File: src/rtl/cisub_pkg.sv
// ----------------------------------------------------------------------------
// cisub_pkg
// Shared types and helpers for the case-insensitive substring search.
// ----------------------------------------------------------------------------
package cisub_pkg;

    typedef enum logic [1:0] {
        MODE_CLEAR = 2'd0,
        MODE_KEY   = 2'd1,
        MODE_TEXT  = 2'd2,
        MODE_END   = 2'd3
    } mode_t;

    typedef struct packed {
        logic       text_en;
        logic       text_clr;
        logic       key_clr;
        logic       key_any;
        logic [7:0] data;
    } cisub_bcast_t;

    function automatic logic [7:0] fold_byte(input logic [7:0] b);
        logic [7:0] r;
        r = b;
        if (b >= 8'h61 && b <= 8'h7A) begin
            r = b - 8'h20;
        end
        return r;
    endfunction

endpackage

File: src/rtl/cisub_cell.sv
// ----------------------------------------------------------------------------
// cisub_cell
// One key position: holds a folded key byte and the partial match flag that
// moves one cell along the chain with every text byte.
// ----------------------------------------------------------------------------
module cisub_cell
    import cisub_pkg::*;
(
    input  logic         aclk,
    input  logic         aresetn,
    input  cisub_bcast_t bcast,
    input  logic         key_wr,
    input  logic         prev_match,
    output logic         match,
    output logic         hit
);

    logic [7:0] key_reg;
    logic       match_reg;
    logic       match_next;
    logic       last_reg;
    logic       last_next;

    assign match_next = prev_match && (key_reg == bcast.data);

    always_comb begin
        last_next = last_reg;
        if (bcast.key_clr) begin
            last_next = 1'b0;
        end else if (key_wr) begin
            last_next = 1'b1;
        end else if (bcast.key_any) begin
            last_next = 1'b0;
        end
    end

    always_ff @(posedge aclk) begin
        if (key_wr) begin
            key_reg <= bcast.data;
        end
        if (!aresetn) begin
            match_reg <= 1'b0;
            last_reg  <= 1'b0;
        end else begin
            last_reg <= last_next;
            if (bcast.text_clr) begin
                match_reg <= 1'b0;
            end else if (bcast.text_en) begin
                match_reg <= match_next;
            end
        end
    end

    assign match = match_reg;
    assign hit   = bcast.text_en && last_reg && match_next;

endmodule

File: src/rtl/case_insensitive_substring_search.sv
// Output: the m_ side registers a result in the cycle after its end-of-text
// request is accepted; key and text requests give no result.
// Throughput: one request per cycle unless a held result stalls s_ready,
// set by the key cell chain comparing every text byte to all key positions.
// Reset: synchronous, clears key length, overflow flag, text count and all
// match flags; stored key bytes stay undefined until written.
// ----------------------------------------------------------------------------
// case_insensitive_substring_search
// Streams a key and then a text and reports whether the key occurs in the
// text, ignoring ASCII letter case.
// ----------------------------------------------------------------------------
module case_insensitive_substring_search
    import cisub_pkg::*;
#(
    parameter int KEY_MAX = 32
) (
    input  logic       aclk,
    input  logic       aresetn,
    input  logic       s_valid,
    output logic       s_ready,
    input  logic [1:0] s_mode,
    input  logic [7:0] s_byte_in,
    output logic       m_valid,
    input  logic       m_ready,
    output logic       m_found,
    output logic       m_key_too_long
);

    localparam int KL_W  = $clog2(KEY_MAX + 1);
    localparam int CNT_W = $clog2(KEY_MAX + 2);

    logic [KL_W-1:0]  kl_reg,  kl_next;
    logic             ovf_reg, ovf_next;
    logic [CNT_W-1:0] cnt_reg, cnt_next;
    logic             seen_reg, seen_next;
    logic             m_valid_reg, m_valid_next;
    logic             m_found_reg, m_found_next;
    logic             m_ktl_reg,   m_ktl_next;

    logic         accept;
    mode_t        mode;
    logic         key_room;
    cisub_bcast_t bcast;
    logic [KEY_MAX-1:0] key_wr;
    logic [KEY_MAX:0]   chain;
    logic [KEY_MAX-1:0] hits;
    logic         hit;

    assign s_ready  = !m_valid_reg || m_ready;
    assign accept   = s_valid && s_ready;
    assign mode     = mode_t'(s_mode);
    assign key_room = (kl_reg != KL_W'(KEY_MAX));

    always_comb begin
        bcast.data     = fold_byte(s_byte_in);
        bcast.text_en  = accept && (mode == MODE_TEXT);
        bcast.text_clr = accept && (mode != MODE_TEXT);
        bcast.key_clr  = accept && (mode == MODE_CLEAR);
        bcast.key_any  = accept && (mode == MODE_KEY) && key_room;
    end

    assign chain[0] = 1'b1;

    for (genvar j = 0; j < KEY_MAX; j++) begin : g_cell
        assign key_wr[j] = bcast.key_any && (kl_reg == KL_W'(j));
        cisub_cell u_cell (
            .aclk       (aclk),
            .aresetn    (aresetn),
            .bcast      (bcast),
            .key_wr     (key_wr[j]),
            .prev_match (chain[j]),
            .match      (chain[j+1]),
            .hit        (hits[j])
        );
    end

    assign hit = (|hits) || (bcast.text_en && (kl_reg == '0));

    always_comb begin
        kl_next      = kl_reg;
        ovf_next     = ovf_reg;
        cnt_next     = cnt_reg;
        seen_next    = seen_reg;
        m_valid_next = m_valid_reg && !m_ready;
        m_found_next = m_found_reg;
        m_ktl_next   = m_ktl_reg;
        if (accept) begin
            unique case (mode)
                MODE_CLEAR: begin
                    kl_next   = '0;
                    ovf_next  = 1'b0;
                    cnt_next  = '0;
                    seen_next = 1'b0;
                end
                MODE_KEY: begin
                    cnt_next  = '0;
                    seen_next = 1'b0;
                    if (key_room) begin
                        kl_next = kl_reg + KL_W'(1);
                    end else begin
                        ovf_next = 1'b1;
                    end
                end
                MODE_TEXT: begin
                    if (cnt_reg != CNT_W'(KEY_MAX + 1)) begin
                        cnt_next = cnt_reg + CNT_W'(1);
                    end
                    if (hit) begin
                        seen_next = 1'b1;
                    end
                end
                MODE_END: begin
                    m_valid_next = 1'b1;
                    m_found_next = seen_reg && (cnt_reg > CNT_W'(kl_reg));
                    m_ktl_next   = ovf_reg;
                    cnt_next     = '0;
                    seen_next    = 1'b0;
                end
                default: begin
                    m_valid_next = m_valid_reg && !m_ready;
                end
            endcase
        end
    end

    always_ff @(posedge aclk) begin
        m_found_reg <= m_found_next;
        m_ktl_reg   <= m_ktl_next;
        if (!aresetn) begin
            kl_reg      <= '0;
            ovf_reg     <= 1'b0;
            cnt_reg     <= '0;
            seen_reg    <= 1'b0;
            m_valid_reg <= 1'b0;
        end else begin
            kl_reg      <= kl_next;
            ovf_reg     <= ovf_next;
            cnt_reg     <= cnt_next;
            seen_reg    <= seen_next;
            m_valid_reg <= m_valid_next;
        end
    end

    assign m_valid        = m_valid_reg;
    assign m_found        = m_found_reg;
    assign m_key_too_long = m_ktl_reg;

endmodule
File: config.mk
export PLATFORM = sky130hd
export DESIGN_NAME = case_insensitive_substring_search
export DESIGN_NICKNAME = d
export VERILOG_FILES = /design/src/rtl/cisub_pkg.sv /design/src/rtl/cisub_cell.sv /design/src/rtl/case_insensitive_substring_search.sv
export SDC_FILE = /design/constraint.sdc
export NUM_CORES = 1
export LEC_CHECK = 0
export BUFFER_PORTS_ARGS = -buffer_cell sky130_fd_sc_hd__clkbuf_2
export CAP_MARGIN = 25
export CELL_PAD_IN_SITES_DETAIL_PLACEMENT = 1
export CELL_PAD_IN_SITES_GLOBAL_PLACEMENT = 1
export CORE_ASPECT_RATIO = 0.9
export CORE_MARGIN = 5
export CORE_UTILIZATION = 53
export CTS_CLUSTER_DIAMETER = 100
export CTS_CLUSTER_SIZE = 30
export DETAILED_ROUTE_END_ITERATION = 10
export GPL_TIMING_DRIVEN = 1
export HOLD_SLACK_MARGIN = 0.06
export PLACE_DENSITY_LB_ADDON = 0.1
export SYNTH_ARGS = -nofsm -noshare
export SYNTH_HDL_FRONTEND = slang
export SYNTH_HIERARCHICAL = 1
export SYNTH_SLANG_ARGS = --single-unit
File: constraint.sdc
create_clock -name aclk -period 7.1 [get_ports aclk]
set_input_delay 1.775 -clock aclk [delete_from_list [all_inputs] [get_ports aclk]]
set_output_delay 1.775 -clock aclk [all_outputs]
set_load 0.03 [all_outputs]
### After elaboration in Yosys (flattened, before gate mapping)

Index checks and enable logic that the tools add are counted.
Widths: inputs -> output; s select.

| storage, ports and cells | value |
|---|---|
| input port bits | 14 |
| output and inout bits | 4 |
| bits in registers | 336 |

| operators by class | value |
|---|---|
| add/subtract/negate cells | 3 |
| equal/unequal tests | 73 |
| multiplexer cells | 44 |
| bitwise gates (word level) | 1 |
| reduce and logical (&&, ||, !) cells | 185 |
| order comparisons | 3 |

Operators with widths:

| cell | count |
|---|---|
| $eq 8x8->1 | 32 |
| $logic_and 1x1->1 | 137 |
| $eq 6x5->1 const B | 16 |
| $reduce_bool 2->1 | 33 |
| $eq 6x4->1 const B | 8 |
| $mux 1 | 37 |
| $reduce_or 32->1 | 1 |
| $eq 6x3->1 const B | 4 |
| $pmux 6 s2 | 2 |
| $add 6x1->6 const B | 2 |
| $eq 6x2->1 const B | 2 |
| $mux 6 | 2 |
| $ne 6x6->1 const B | 2 |
| $ge 8x7->1 const B | 1 |
| $le 8x7->1 const B | 1 |
| $mux 8 | 1 |
| $ne 2x2->1 const B | 4 |
| $sub 8x6->8 const B | 1 |
| $eq 6x1->1 const B | 1 |
| $gt 6x6->1 | 1 |
| $logic_not 6->1 | 1 |
| $reduce_and 2->1 | 3 |
| $reduce_and 3->1 | 2 |
| $eq 2x2->1 const B | 2 |
| other kinds (9) | 13 |

### Longest topological paths before layout

| logic depth | value |
|---|---|
| word-level depth | 10 |
| depth in mapped cells | 11 |

### By module

Netlist, hierarchy kept.

By module, submodules not included:

| module | area an instance (um2) | cells each | instances | seq. area each (um2) |
|---|---|---|---|---|
| cisub_cell | 432.9 | 29 | 32 | 280.3 |
| case_insensitive_substring_search | 1422.6 | 196 | 1 | 360.3 |

### Least setup slack after synthesis

OpenSTA, ideal clock, no wires.

| path | value |
|---|---|
| path kind | input to register |
| from | input s_byte_in[2] |
| to | register seen_reg |
| slack | 0.395 ns |
| library setup time | 0.095 ns |
| stages | 11 |
| path buffers | 0 |
| data required time | 7.005 ns |
| arrival time | 6.610 ns |
| path through | or4_1 -> o22ai_1 -> nor4_1 -> a21oi_1 -> xor2_1 -> nor4_2 -> and3_1 -> nor4_1 -> nand4_1 -> nor2_1 -> a221oi_1 |

RTL lines:

| what | line | text |
|---|---|---|
| start: declaration | case_insensitive_substring_search.sv:22 | `input logic [7:0] s_byte_in,` |
| end signal: assignment | case_insensitive_substring_search.sv:139 | `seen_reg <= seen_next;` |
| end: declaration | case_insensitive_substring_search.sv:35 | `logic seen_reg, seen_next;` |

==> flow_metrics.tcl <==
set metrics [dict create \
    outcome "complete, no violations" \
    htreeDepth 1 \
    fin_nets 1195 \
    dieWidth_um 188.7 \
    cts.clk_slew.worst_paths_ns 0.11 \
    hold_path_class "reg -> reg" \
    endpoint_kind "register" \
    start_util_pct 54.08 \
    cts_made_buffers 15 \
    fin_tns_setup_ns 0 \
    yosysWarnings 6 \
    finalCritPeriodShare_pct 72.88 \
    first_iter_violations 544 \
    die_area_um2 32230 \
    syn_area_per_cell_um2 13.60 \
    root_buffer "clkbuf_16" \
    fp.dieH_um 170.8 \
    final_max_slew_viol_count 0 \
    totalWireLength_mm 35.51 \
    syn_inst 1120 \
    fmax_mhz 193.3 \
    relSlewSlack_pct 34.92 \
    syn-cell-area_um2 15230 \
    required_ns 7.46 \
    worstPathMaxFanout 38 \
    finalCriticalPeriod_ns 5.174 \
    areaGrowthSynthToFinish_pct 7.740 \
    stdcell_count 1536 \
    worst-setup-path-type "in -> reg" \
    leakage_nw 5.406 \
    crit_path_start_kind "primary input" \
    tightestPinTransition_ns 0.9747 \
    num_rows 58 \
    cts_setup_buffers 0 \
    antenna_found_initial 0 \
    arrival_ns 5.54 \
    io_buffers 17 \
    grt_pass1_wl_mm 55.73 \
    p_comb_share_pct 7.3 \
    hold_viol_final 0 \
    ctsResizeCount 0 \
    clock-skew-final_ns 0.01638 \
    detail-route-antenna-nets 0 \
    p_int_mw 2.598 \
    power_switching_mw 0.7673 \
    p_total_mw 3.365 \
    drc_errors 0 \
    swShare_pct 22.80 \
    fin_hold_ws_ns 0.4912 \
    grt_pass1_vias 9412 \
    via_per_inst 5.781 \
    syn_nets 1147 \
    setup-violations-final 0 \
    dp_hpwl_mm 22.58 \
    globalplace.congestion 0.7756 \
    rsz0062_at_grt "false" \
    pin_count 18 \
    diodes 0 \
    p_seq_share_pct 63.0 \
    cts_num_sinks 336 \
    grt_start_max_net_pins 72 \
    grt.total_usage_pct 22.15 \
    cts_tree "yes" \
    pwr-share-clk_pct 29.8 \
    cts_buffer_depth 3 \
    num_vias 8879 \
    placed_cells 1511 \
    grt.overflow.total 0 \
    drive_gt1_share_pct 14.03 \
    coreArea_um2 28160 \
    timing.max_cap.violations 0 \
    clk_latency_ns 0.51 \
    largest_register_ffs 256 \
    wire_per_inst_um 23.12 \
    dr.pass1.iters 4 \
    power_density_nw_per_um2 205.1 \
    cts_hold_buf 0 \
    peakVddDrop_uv 224.8 \
]
==> power by group through the flow <==
stage	combinational, mW	sequential (mW)	clock [mW]
floorplan	0.129	2.17	0
detailed placement	0.247	2.16	0
global route	0.264	2.12	1.11
global placement	0.236	2.16	0
finish	0.245	2.12	1.00
CTS	0.248	2.12	1.03
==> cell usage in the layout (no fill, tap or decap), types with 5 or more instances in the layout <==
cell	instances
nor2_4	5
clkbuf_16	15
o21ai_0	5
clkbuf_1	7
edfxtp_1	258
nor4_2	33
a41oi_1	31
nor3b_1	32
and3_1	64
dfxtp_1	78
nand2_1	45
nor3b_2	31
ha_1	13
nor2_1	45
a21oi_1	40
buf_4	19
nor3_2	32
nor4_1	8
nor2b_1	34
xor2_1	195
xnor2_1	67
nand4_1	6
nand3_1	9
clkbuf_2	12
inv_1	47
==> critical path: stages <==
cell and delay [ns]:
buf_4 0.27, or4_1 0.53, o22ai_1 0.14, nor4_1 0.06, buf_4 0.16, a21oi_4 0.54, buf_12 0.30, buf_4 0.26
xor2_1 0.21, nor4_2 0.08, and3_1 0.19, nor4_1 0.44, nand3_1 0.19, nor2_1 0.22, a221oi_1 0.12
==> worst paths after layout <==
check | from | endpoint | slack, ns | cells past startpoint
min | ovf_reg | m_key_too_long | 0.49 | 0
max reg2reg | m_valid | seen_reg | 4.01 | 12
max | s_byte_in[0] | seen_reg | 1.93 | 15
min reg2reg | ovf_reg | m_key_too_long | 0.49 | 0
==> through the flow <==
step                      area (µm²)  setup slack [ns]  util [%]
final                          16410             1.926     58.27
after global routing           16410             1.676     58.27
after CTS                      16410             1.938     58.27
after detailed placement       15980             1.375     56.74
after global placement         15980             1.454     56.74
after floorplan                15230            0.3947         -
==> cell type report <==
| type | instances | area [µm²] |
|---|---|---|
| Sequential cell | 336 | 9309 |
| Clock buffer | 22 | 401.6 |
| Tap cell | 360 | 450.4 |
| Multi-Input combinational cell | 732 | 5758 |
| Fill cell | 2743 | 11750 |
| Timing Repair Buffer | 34 | 262.8 |
| Clock inverter | 3 | 28.78 |
| Inverter | 49 | 196.4 |
==> metal layers <==
layer  part of all wire [%]  global-route usage [%]  wire [µm]
met5                      0                       0          0
met4                    1.4                   3.516        487
met3                    2.4                   1.856        850
met2                     48                   37.70      16990
met1                     48                   32.19      17180
No activity file was read; power rests on OpenSTA's default activity.
